==> src/hw/rtl/bsa_pkg.sv <==
// Shared types and constants of the bitmap slot allocator.
package bsa_pkg;

   localparam int WORD_BITS  = 64;
   localparam int BIT_W      = 6;
   localparam int IDX_W      = 10;
   localparam int CSR_IDX_W  = 3;
   localparam int STRIDE_W   = 13;
   localparam int KIND_W     = 2;
   localparam int CAP_W      = 11;
   localparam int STATUS_W   = 2;

   localparam logic MODE_ALLOC = 1'b0;
   localparam logic MODE_FREE  = 1'b1;

   localparam logic [STATUS_W-1:0] STATUS_ALLOCATED = 2'd0;
   localparam logic [STATUS_W-1:0] STATUS_FULL      = 2'd1;
   localparam logic [STATUS_W-1:0] STATUS_FREED     = 2'd2;

   localparam logic [CSR_IDX_W-1:0] REG_CPU_BASE    = 3'd0;
   localparam logic [CSR_IDX_W-1:0] REG_GPU_BASE    = 3'd1;
   localparam logic [CSR_IDX_W-1:0] REG_SLOT_STRIDE = 3'd2;
   localparam logic [CSR_IDX_W-1:0] REG_HEAP_KIND   = 3'd3;
   localparam logic [CSR_IDX_W-1:0] REG_CAPACITY    = 3'd4;

   localparam logic [STRIDE_W-1:0] STRIDE_RESET   = 13'd32;
   localparam logic [CAP_W-1:0]    CAPACITY_RESET = 11'd1024;
   localparam logic [KIND_W-1:0]   KIND_LAST_GPU  = 2'd1;

   // Commands from the controller to the datapath.
   typedef struct packed {
      logic accept;      // latch the request payload
      logic rd_first;    // point the scan at word zero
      logic rd_next;     // advance the scan by one word
      logic rd_free;     // read the word named by the incoming free
      logic take_hit;    // clear the found bit and hold the slot
      logic do_free;     // write back the word with the freed bit set
      logic do_mul;      // form slot times stride
      logic load_alloc;  // load the allocation result
      logic load_full;   // load the heap full result
      logic load_freed;  // load the freed result
   } bsa_cmd_type;

   // Status from the datapath to the controller.
   typedef struct packed {
      logic hit;         // the current word holds a usable free slot
      logic last_word;   // the current word is the last of the bitmap
   } bsa_sts_type;

endpackage

==> src/hw/rtl/bsa_ram.sv <==
// Generic single-port-write, registered-read RAM.
module bsa_ram #(
   parameter int WIDTH = 64,
   parameter int DEPTH = 16,
   parameter int ADDR_W = (DEPTH > 1) ? $clog2(DEPTH) : 1
) (
   input  logic              clock,
   input  logic              wr_en,
   input  logic [ADDR_W-1:0] wr_addr,
   input  logic [WIDTH-1:0]  wr_data,
   input  logic [ADDR_W-1:0] rd_addr,
   output logic [WIDTH-1:0]  rd_data
);

   logic [WIDTH-1:0] mem_ff [DEPTH];
   logic [WIDTH-1:0] rd_data_ff;

   always_ff @(posedge clock) begin
      if (wr_en) begin
         mem_ff[wr_addr] <= wr_data;
      end
      rd_data_ff <= mem_ff[rd_addr];
   end

   assign rd_data = rd_data_ff;

endmodule

==> src/hw/rtl/bsa_datapath.sv <==
// Datapath: configuration registers, bitmap store, bit search and handle arithmetic.
module bsa_datapath #(
   parameter int NUM_WORDS = 16
) (
   input  logic                              clock,
   input  logic                              reset,
   input  bsa_pkg::bsa_cmd_type              cmd,
   output bsa_pkg::bsa_sts_type              sts,
   input  logic [bsa_pkg::IDX_W-1:0]         req_free_index,
   input  logic                              csr_write,
   input  logic [bsa_pkg::CSR_IDX_W-1:0]     csr_index,
   input  logic [63:0]                       csr_wdata,
   output logic [bsa_pkg::IDX_W-1:0]         rsp_slot_index,
   output logic [63:0]                       rsp_cpu_addr,
   output logic [63:0]                       rsp_gpu_addr,
   output logic [bsa_pkg::STATUS_W-1:0]      rsp_status
);
   import bsa_pkg::*;

   localparam int WIDX_W = (NUM_WORDS > 1) ? $clog2(NUM_WORDS) : 1;
   localparam int SLOT_W = WIDX_W + BIT_W;
   localparam int PROD_W = SLOT_W + STRIDE_W;
   localparam int CMP_W  = ((SLOT_W > CAP_W) ? SLOT_W : CAP_W) + 1;
   localparam int FW_W   = IDX_W - BIT_W;

   // Configuration registers.
   logic [63:0]          cpu_base_ff, gpu_base_ff;
   logic [STRIDE_W-1:0]  stride_ff;
   logic [KIND_W-1:0]    kind_ff;
   logic [CAP_W-1:0]     cap_ff;

   always_ff @(posedge clock) begin
      if (reset) begin
         cpu_base_ff <= '0;
         gpu_base_ff <= '0;
         stride_ff   <= STRIDE_RESET;
         kind_ff     <= '0;
         cap_ff      <= CAPACITY_RESET;
      end else if (csr_write) begin
         case (csr_index)
            REG_CPU_BASE:    cpu_base_ff <= csr_wdata;
            REG_GPU_BASE:    gpu_base_ff <= csr_wdata;
            REG_SLOT_STRIDE: stride_ff   <= csr_wdata[STRIDE_W-1:0];
            REG_HEAP_KIND:   kind_ff     <= csr_wdata[KIND_W-1:0];
            REG_CAPACITY:    cap_ff      <= csr_wdata[CAP_W-1:0];
            default: begin
            end
         endcase
      end
   end

   // Request latch and scan pointer.
   logic [IDX_W-1:0]  free_idx_ff;
   logic [WIDX_W-1:0] wcnt_ff, wcnt_in;
   logic [FW_W-1:0]   port_fw, held_fw;
   logic              port_in_range, held_in_range;
   logic [WIDX_W-1:0] rd_addr, free_addr;

   assign port_fw       = req_free_index[IDX_W-1:BIT_W];
   assign held_fw       = free_idx_ff[IDX_W-1:BIT_W];
   assign port_in_range = (9'(port_fw) < 9'(NUM_WORDS));
   assign held_in_range = (9'(held_fw) < 9'(NUM_WORDS));
   assign free_addr     = held_in_range ? WIDX_W'(held_fw) : '0;

   always_comb begin
      wcnt_in = wcnt_ff;
      if (cmd.rd_first) begin
         wcnt_in = '0;
      end else if (cmd.rd_next) begin
         wcnt_in = wcnt_ff + WIDX_W'(1);
      end
      rd_addr = wcnt_in;
      if (cmd.rd_free) begin
         rd_addr = port_in_range ? WIDX_W'(port_fw) : '0;
      end
   end

   always_ff @(posedge clock) begin
      if (reset) begin
         wcnt_ff <= '0;
      end else begin
         wcnt_ff <= wcnt_in;
      end
   end

   always_ff @(posedge clock) begin
      if (cmd.accept) begin
         free_idx_ff <= req_free_index;
      end
   end

   // Bitmap store; a word never written reads as all free.
   logic                 word_valid_ff [NUM_WORDS];
   logic                 rd_valid_ff;
   logic                 wr_en;
   logic [WIDX_W-1:0]    wr_addr;
   logic [WORD_BITS-1:0] wr_data, rd_raw, rd_word;

   bsa_ram #(
      .WIDTH (WORD_BITS),
      .DEPTH (NUM_WORDS),
      .ADDR_W(WIDX_W)
   ) u_bitmap (
      .clock  (clock),
      .wr_en  (wr_en),
      .wr_addr(wr_addr),
      .wr_data(wr_data),
      .rd_addr(rd_addr),
      .rd_data(rd_raw)
   );

   always_ff @(posedge clock) begin
      if (reset) begin
         for (int i = 0; i < NUM_WORDS; i++) begin
            word_valid_ff[i] <= 1'b0;
         end
      end else if (wr_en) begin
         word_valid_ff[wr_addr] <= 1'b1;
      end
   end

   always_ff @(posedge clock) begin
      rd_valid_ff <= word_valid_ff[rd_addr];
   end

   assign rd_word = rd_valid_ff ? rd_raw : '1;

   // Usable mask of the current word, then lowest set bit.
   logic [CMP_W-1:0]     base, cap_ext, left;
   logic [WORD_BITS-1:0] usable, bits, lowbit;
   logic [BIT_W-1:0]     bit_idx;

   always_comb begin
      base    = CMP_W'({wcnt_ff, {BIT_W{1'b0}}});
      cap_ext = CMP_W'(cap_ff);
      left    = cap_ext - base;
      if (cap_ext <= base) begin
         usable = '0;
      end else if (left >= CMP_W'(WORD_BITS)) begin
         usable = '1;
      end else begin
         usable = {WORD_BITS{1'b1}} >> (7'(WORD_BITS) - 7'(left));
      end
      bits   = rd_word & usable;
      lowbit = bits & (~bits + 64'd1);
      bit_idx = '0;
      for (int i = 0; i < WORD_BITS; i++) begin
         if (lowbit[i]) begin
            bit_idx = bit_idx | BIT_W'(i);
         end
      end
   end

   assign sts.hit       = |bits;
   assign sts.last_word = (wcnt_ff == WIDX_W'(NUM_WORDS - 1));

   always_comb begin
      wr_en   = 1'b0;
      wr_addr = wcnt_ff;
      wr_data = rd_word & ~lowbit;
      if (cmd.take_hit) begin
         wr_en = 1'b1;
      end else if (cmd.do_free) begin
         wr_en   = held_in_range;
         wr_addr = free_addr;
         wr_data = rd_word | (64'd1 << free_idx_ff[BIT_W-1:0]);
      end
   end

   // Slot, offset and result registers.
   logic [SLOT_W-1:0]   slot_ff;
   logic [PROD_W-1:0]   prod_ff;
   logic [63:0]         offset;
   logic [IDX_W-1:0]    slot_idx_ff;
   logic [63:0]         cpu_ff, gpu_ff;
   logic [STATUS_W-1:0] status_ff;

   assign offset = 64'(prod_ff);

   always_ff @(posedge clock) begin
      if (cmd.take_hit) begin
         slot_ff <= {wcnt_ff, bit_idx};
      end
      if (cmd.do_mul) begin
         prod_ff <= PROD_W'(slot_ff) * PROD_W'(stride_ff);
      end
      if (cmd.load_alloc) begin
         slot_idx_ff <= IDX_W'(32'(slot_ff));
         cpu_ff      <= cpu_base_ff + offset;
         gpu_ff      <= (kind_ff <= KIND_LAST_GPU) ? gpu_base_ff + offset : '0;
         status_ff   <= STATUS_ALLOCATED;
      end else if (cmd.load_full || cmd.load_freed) begin
         slot_idx_ff <= '0;
         cpu_ff      <= '0;
         gpu_ff      <= '0;
         status_ff   <= cmd.load_full ? STATUS_FULL : STATUS_FREED;
      end
   end

   assign rsp_slot_index = slot_idx_ff;
   assign rsp_cpu_addr   = cpu_ff;
   assign rsp_gpu_addr   = gpu_ff;
   assign rsp_status     = status_ff;

endmodule

==> src/hw/rtl/bsa_ctrl.sv <==
// Controller: sequences the scan, free and handle computation.
module bsa_ctrl (
   input  logic                 clock,
   input  logic                 reset,
   input  logic                 start,
   input  logic                 req_mode,
   output logic                 busy,
   output logic                 rsp_valid,
   output bsa_pkg::bsa_cmd_type cmd,
   input  bsa_pkg::bsa_sts_type sts
);
   import bsa_pkg::*;

   typedef enum logic [2:0] {
      ST_IDLE,
      ST_SCAN,
      ST_FREE,
      ST_MUL,
      ST_ADD
   } state_type;

   state_type state_ff, state_in;
   logic      busy_ff, busy_in;
   logic      rsp_valid_ff, rsp_valid_in;

   always_comb begin
      cmd          = '0;
      state_in     = state_ff;
      busy_in      = busy_ff;
      rsp_valid_in = 1'b0;
      case (state_ff)
         ST_IDLE: begin
            if (start) begin
               cmd.accept = 1'b1;
               busy_in    = 1'b1;
               if (req_mode == MODE_FREE) begin
                  cmd.rd_free = 1'b1;
                  state_in    = ST_FREE;
               end else begin
                  cmd.rd_first = 1'b1;
                  state_in     = ST_SCAN;
               end
            end
         end
         ST_SCAN: begin
            if (sts.hit) begin
               cmd.take_hit = 1'b1;
               state_in     = ST_MUL;
            end else if (sts.last_word) begin
               cmd.load_full = 1'b1;
               rsp_valid_in  = 1'b1;
               busy_in       = 1'b0;
               state_in      = ST_IDLE;
            end else begin
               cmd.rd_next = 1'b1;
            end
         end
         ST_FREE: begin
            cmd.do_free    = 1'b1;
            cmd.load_freed = 1'b1;
            rsp_valid_in   = 1'b1;
            busy_in        = 1'b0;
            state_in       = ST_IDLE;
         end
         ST_MUL: begin
            cmd.do_mul = 1'b1;
            state_in   = ST_ADD;
         end
         ST_ADD: begin
            cmd.load_alloc = 1'b1;
            rsp_valid_in   = 1'b1;
            busy_in        = 1'b0;
            state_in       = ST_IDLE;
         end
         default: begin
            busy_in  = 1'b0;
            state_in = ST_IDLE;
         end
      endcase
   end

   always_ff @(posedge clock) begin
      if (reset) begin
         state_ff     <= ST_IDLE;
         busy_ff      <= 1'b0;
         rsp_valid_ff <= 1'b0;
      end else begin
         state_ff     <= state_in;
         busy_ff      <= busy_in;
         rsp_valid_ff <= rsp_valid_in;
      end
   end

   assign busy      = busy_ff;
   assign rsp_valid = rsp_valid_ff;

endmodule

==> src/hw/rtl/bitmap_slot_allocator.sv <==
// Top level of the bitmap slot allocator: controller, datapath and CSR port.
//
// Requests: drive req_mode and req_free_index and pulse start while busy is
// low; the request transfers at that edge and busy rises for its duration.
// req_mode 0 allocates the lowest free slot below the capacity, req_mode 1
// releases slot req_free_index (no double-free check).
// Results: every request yields one result, shown on the rsp_ ports for a
// single cycle while rsp_valid is high. The receiver cannot stall it, so
// capture it in that cycle; the result register sits apart from the
// request side, so a new request may start in the cycle the result shows.
// Sequence: a free reads its bitmap word, then writes it back with the bit set.
// An allocate scans from word zero until a word holds a usable free slot; a full
// heap answers once the last word has none. The scan reads one 64-bit bitmap
// word per cycle from the RAM, then forms slot times stride and after that the
// base additions.
// Configuration: csr_ready is always high; a write transfers on csr_valid and
// lands in the register named by csr_index (unknown indexes are dropped).
// Write only while the block is idle.
// Reset: synchronous; all slots become free at once through per-word valid
// bits, configuration returns to its defaults, no clearing pass is needed.
module bitmap_slot_allocator #(
   parameter int NUM_WORDS = 16
) (
   input  logic                          clock,
   input  logic                          reset,
   input  logic                          start,
   output logic                          busy,
   input  logic                          req_mode,
   input  logic [bsa_pkg::IDX_W-1:0]     req_free_index,
   output logic                          rsp_valid,
   output logic [bsa_pkg::IDX_W-1:0]     rsp_slot_index,
   output logic [63:0]                   rsp_cpu_addr,
   output logic [63:0]                   rsp_gpu_addr,
   output logic [bsa_pkg::STATUS_W-1:0]  rsp_status,
   input  logic                          csr_valid,
   output logic                          csr_ready,
   input  logic [bsa_pkg::CSR_IDX_W-1:0] csr_index,
   input  logic [63:0]                   csr_wdata
);
   import bsa_pkg::*;

   bsa_cmd_type cmd;
   bsa_sts_type sts;

   // Always able to take a configuration transfer.
   assign csr_ready = 1'b1;

   bsa_ctrl u_ctrl (
      .clock    (clock),
      .reset    (reset),
      .start    (start),
      .req_mode (req_mode),
      .busy     (busy),
      .rsp_valid(rsp_valid),
      .cmd      (cmd),
      .sts      (sts)
   );

   bsa_datapath #(
      .NUM_WORDS(NUM_WORDS)
   ) u_datapath (
      .clock         (clock),
      .reset         (reset),
      .cmd           (cmd),
      .sts           (sts),
      .req_free_index(req_free_index),
      .csr_write     (csr_valid & csr_ready),
      .csr_index     (csr_index),
      .csr_wdata     (csr_wdata),
      .rsp_slot_index(rsp_slot_index),
      .rsp_cpu_addr  (rsp_cpu_addr),
      .rsp_gpu_addr  (rsp_gpu_addr),
      .rsp_status    (rsp_status)
   );

endmodule
==> config.mk <==
export PLATFORM = sky130hd
export DESIGN_NAME = bitmap_slot_allocator
export DESIGN_NICKNAME = d
export VERILOG_FILES = /design/src/hw/rtl/bsa_pkg.sv /design/src/hw/rtl/bsa_ram.sv /design/src/hw/rtl/bsa_datapath.sv /design/src/hw/rtl/bsa_ctrl.sv /design/src/hw/rtl/bitmap_slot_allocator.sv
export SDC_FILE = /design/constraint.sdc
export NUM_CORES = 2
export LEC_CHECK = 0
export BUFFER_PORTS_ARGS = -buffer_cell sky130_fd_sc_hd__buf_2
export CAP_MARGIN = 15
export CORE_MARGIN = 2
export CORE_UTILIZATION = 32
export CTS_CLUSTER_DIAMETER = 60
export DETAILED_ROUTE_END_ITERATION = 16
export GPL_TIMING_DRIVEN = 0
export PLACE_DENSITY_LB_ADDON = 0.05
export SYNTH_ARGS = -nofsm -noshare
export SYNTH_HDL_FRONTEND = slang
export SYNTH_SLANG_ARGS = --single-unit
==> constraint.sdc <==
create_clock -name clock -period 19 [get_ports clock]
set_clock_uncertainty 0.05 [all_clocks]
set_input_delay 0 -clock clock [delete_from_list [all_inputs] [get_ports clock]]
set_output_delay 0 -clock clock [all_outputs]
set_load 0.02 [all_outputs]
==> load_flow_metrics.sql <==
INSERT INTO impl_metrics (metric_group, metric, value, unit) VALUES
('cts', 'maximum_buffer_depth_of_the_clock_tree', '3', ''),
('timing', 'timing.final.crit_share', '47.4', '%'),
('die', 'std_cell_rows', '166', ''),
('worst_setup_path', 'slowest_delay', '690', 'ps'),
('grt', 'remaining_overflow_grt', '0', ''),
('yosys', 'yosys.area.top_type_share', '55.2', '%'),
('timing', 'hold_viol_final', '0', ''),
('final_layout', 'summed_area_of_non_filler_cells_in_the_final_layout', '0.0787', 'mm^2'),
('yosys', 'synth_compound_area_share', '11.5', '%'),
('yosys', 'mappedNetlistArea', '0.0655', 'mm^2'),
('die', 'dieArea', '0.208', 'mm^2'),
('grt', 'antenna_violations_before_repair', '17', ''),
('final_layout', 'layout_common_cells', 'sky130_fd_sc_hd__edfxtp_1 (1205), sky130_fd_sc_hd__nand2_1 (793), sky130_fd_sc_hd__a21oi_1 (534)', ''),
('yosys', 'netlist_top_cells_area', 'sky130_fd_sc_hd__edfxtp_1 (55%), sky130_fd_sc_hd__dfxtp_1 (7.5%), sky130_fd_sc_hd__nand2_1 (4.5%), sky130_fd_sc_hd__a21oi_1 (4.1%), sky130_fd_sc_hd__mux2i_1 (4.0%)', ''),
('timing', 'tns', '0', 'ps'),
('run_status', 'run_status', 'complete, no violations', ''),
('timing', 'rsz0062_at_grt', 'false', ''),
('grt', 'first_global_vias', '47030', ''),
('cts', 'htree_num_levels', '4', ''),
('place', 'standard_cell_area_after_detailed_placement', '0.0712', 'mm^2'),
('worst_setup_path', 'crit_path_cell_trace', 'ha_1 -> fa_1 -> o211ai_2 -> o2111ai_1 -> clkbuf_1 -> nor2_1 -> clkbuf_1 -> o32a_1 -> o211ai_1 -> nor3_1 -> and2_0 -> clkbuf_1 -> nand3_1 -> xnor2_1 -> a31oi_1 -> clkbuf_1 -> buf_8 -> buf_1 -> a221oi_1 -> or4_1', ''),
('min_path', 'worst_hold_startpoint', 'reset', ''),
('cts', 'clock_insertion_delay_worst_skew', '860', 'ps'),
('final_layout', 'post_layout_utilization_of_the_core', '38.6', '%'),
('drt', 'firstDrtPassIters', '5', ''),
('cts', 'cts_sinks', '1450', ''),
('cts', 'cts_post_setup_buffers_inserted', '0', ''),
('die', 'start_util', '32.1', '%'),
('yosys', 'synth-simple-area-share', '12.0', '%'),
('cts', 'cts_repair_resize_count', '0', ''),
('cts', 'ctsHoldBuffers', '167', ''),
('drt', 'drtIter0Drc', '3997', ''),
('yosys', 'main_combinational_cell_family_by_area_after_synthesis', 'simple AND/OR/NAND/NOR gates', ''),
('worst_setup_path', 'worst-path-max-fanout', '10', ''),
('worst_setup_path', 'crit_family', 'buffers and inverters', ''),
('drt', 'totalWireLength', '249000', 'um'),
('final_layout', 'layout-drive-gt1-share', '11.2', '%'),
('timing', 'finalMaxSlewViolations', '0', ''),
('final_layout', 'design.final.nets', '6314', ''),
('timing', 'timing.fmax', '0.111', 'GHz'),
('drt', 'drc', '0', ''),
('yosys', 'synth-xor-area-share', '1.70', '%'),
('yosys', 'synthDistinctLibCells', '91', ''),
('timing', 'tightest_slew', '1220', 'ps'),
('worst_setup_path', 'reg2reg_from', 'u_datapath.wcnt_ff[0]', ''),
('yosys', 'synth_cells', '5390', ''),
('worst_setup_path', 'critical_path.startpoint', 'u_datapath.wcnt_ff[0]', ''),
('timing', 'hold_ws', '85.6', 'ps'),
('worst_setup_path', 'worst_path_most_repeated_cell', 'sky130_fd_sc_hd__clkbuf_1', ''),
('cts', 'cts-buffers-inserted', '177', ''),
('drt', 'vias_per_cell', '5.28', ''),
('cts', 'tritoncts', 'yes', ''),
('yosys', 'syn_nets', '5674', ''),
('yosys', 'yosysWarnings', '0', ''),
('die', 'dieHeight', '457', 'um'),
('min_path', 'worstHoldPathType', 'input pin to register', ''),
('worst_setup_path', 'worst-setup-path-type', 'register to register', ''),
('worst_setup_path', 'critPathSlowestCell', 'sky130_fd_sc_hd__a31oi_1', ''),
('power_and_ir_drop', 'total_leakage_power', '26.8', 'nW'),
('yosys', 'synthAdderAreaFrac', '4.88', '%'),
('yosys', 'postSynth.asyncResetShare', '0', '%'),
('job', 'cap_violations', '0', ''),
('final_layout', 'final_common_cell', 'sky130_fd_sc_hd__edfxtp_1', ''),
('place', 'total_half_perimeter_wirelength_after_legalization_and_detailed_placement', '176000', 'um'),
('drt', 'detailroute.via_count', '46923', ''),
('power_and_ir_drop', 'max-vdd-ir-drop', '0.0844', 'mV'),
('final_layout', 'syn_to_final_growth', '20.1', '%'),
('grt', 'grtUsageTotal', '23.5', '%'),
('cts', 'clk_root_buffer_cell', 'sky130_fd_sc_hd__clkbuf_16', ''),
('power_and_ir_drop', 'power_density', '102', 'mW/mm^2'),
('die', 'pin_count', '225', '');
-- power breakdown --
group          leakage, nW  internal (W)  switching [W]
Sequential            12.6       0.00360      0.0000550
Clock                 2.82       0.00195        0.00141
Combinational         11.4      0.000293       0.000711
Total                 26.8       0.00584        0.00217
-- per-stage QoR --
step / setup WS (ps) / instances / total power, W
2_1_floorplan: 11620 / 5390 / 0.00423
4_1_cts: 10190 / 8864 / 0.00811
3_5_place_dp: 10260 / 8365 / 0.00470
6_report: 9990 / 8879 / 0.00801
5_1_grt: 9800 / 8877 / 0.00829
3_3_place_gp: 7470 / 8300 / 0.00467
-- layout make-up --
cell class	count	area (um^2)
Buffer	334	1490
Timing Repair Buffer	461	3810
Clock buffer	231	4800
Tap cell	2688	3360
Antenna cell	8	20.0
Clock inverter	101	995
Multi-Input combinational cell	3446	22600
Sequential cell	1450	41100
Inverter	160	601
Fill cell	19860	125000
-- worst reg2reg max path, delay by kind of cell, from the launching register on --
kind	cells	cell delay [ps]
DFF	1	440
buffers and inverters	6	2900
adders and majority gates	2	730
xor gates and xnor gates	1	260
and+or+nand+nor	5	1960
AOI/OAI and AO/OA	6	2530
-- synth_stat cells (7+ instances only) --
cell type                      n
sky130_fd_sc_hd__nor3_1       86
sky130_fd_sc_hd__buf_6        23
sky130_fd_sc_hd__xor2_1       41
sky130_fd_sc_hd__or4_1        71
sky130_fd_sc_hd__dfxtp_1     245
sky130_fd_sc_hd__o21bai_1     11
sky130_fd_sc_hd__nor4_1       35
sky130_fd_sc_hd__a221oi_1    264
sky130_fd_sc_hd__nor4b_1       7
sky130_fd_sc_hd__mux2i_1     261
sky130_fd_sc_hd__o22ai_1      22
sky130_fd_sc_hd__o211ai_1     21
sky130_fd_sc_hd__a21boi_0      9
sky130_fd_sc_hd__fa_1         89
sky130_fd_sc_hd__nor2b_1      29
sky130_fd_sc_hd__xnor2_1      86
sky130_fd_sc_hd__nor2_1      285
sky130_fd_sc_hd__nand2b_1     50
sky130_fd_sc_hd__edfxtp_1   1205
sky130_fd_sc_hd__o21a_1       11
sky130_fd_sc_hd__and3_1       42
sky130_fd_sc_hd__a21oi_1     540
sky130_fd_sc_hd__a21o_1       26
sky130_fd_sc_hd__a22oi_1      11
sky130_fd_sc_hd__o31ai_1      17
sky130_fd_sc_hd__buf_1        28
sky130_fd_sc_hd__inv_1       155
sky130_fd_sc_hd__o21ai_0     108
sky130_fd_sc_hd__or3_1        25
sky130_fd_sc_hd__buf_4         8
sky130_fd_sc_hd__a31oi_1      30
sky130_fd_sc_hd__nor3b_1       8
sky130_fd_sc_hd__and2_1      103
sky130_fd_sc_hd__o32ai_1       7
sky130_fd_sc_hd__ha_1        113
sky130_fd_sc_hd__a211oi_1     26
sky130_fd_sc_hd__nand2_1     793
sky130_fd_sc_hd__nand3_1      76
sky130_fd_sc_hd__nand4_1      25
sky130_fd_sc_hd__clkbuf_1    253
sky130_fd_sc_hd__nand3b_1     10
sky130_fd_sc_hd__o221ai_1      8
sky130_fd_sc_hd__buf_2        22
sky130_fd_sc_hd__o2111ai_1     8
-- cells by family (layout without fill, tap and decap cells) --
group                      count (synthesis)  count (layout)
and+or+nand+nor                         1686            1686
buffers and inverters                    494            1287
AOI/OAI and AO/OA                       1169            1169
xor gates and xnor gates                 127             127
muxes                                    261             261
adders and majority gates                202             202
other                                      1               9
DFF                                     1450            1450
-- final timing paths --
check | to | slack (ps) | cells past startpoint
setup reg to reg | u_datapath.u_bitmap.rd_data[50] | 9990 | 20
hold reg to reg | u_datapath.stride_ff[0] | 400 | 2
setup / recovery | u_datapath.u_bitmap.rd_data[50] | 9990 | 20
hold / removal | u_ctrl.state_ff[0] | 90 | 4
-- flip-flops by register name, summed over array words and instances (netlist names), 16 cells and up --
name	flops
u_datapath.u_bitmap.mem_ff	1024
u_datapath.prod_ff	23
u_datapath.gpu_base_ff	64
u_datapath.cpu_base_ff	64
u_datapath.u_bitmap.rd_data	64
u_datapath.rsp_cpu_addr	64
u_datapath.word_valid_ff	16
u_datapath.rsp_gpu_addr	64
-- metal layers --
| layer | vias to the layer above | share of wire [%] | routed length [um] | GRT usage [%] |
|---|---|---|---|---|
| met3 | 368 | 4.4 | 10900 | 3.29 |
| met1 | 23773 | 44 | 111000 | 31.3 |
| met2 | 1355 | 48 | 119000 | 39.0 |
| met4 | 6 | 3.4 | 8390 | 8.07 |
| met5 | - | 0.014 | 34 | 0 |
| li1 | 21421 | - | - | - |
Note: power is estimated with default switching activity, not from simulation.
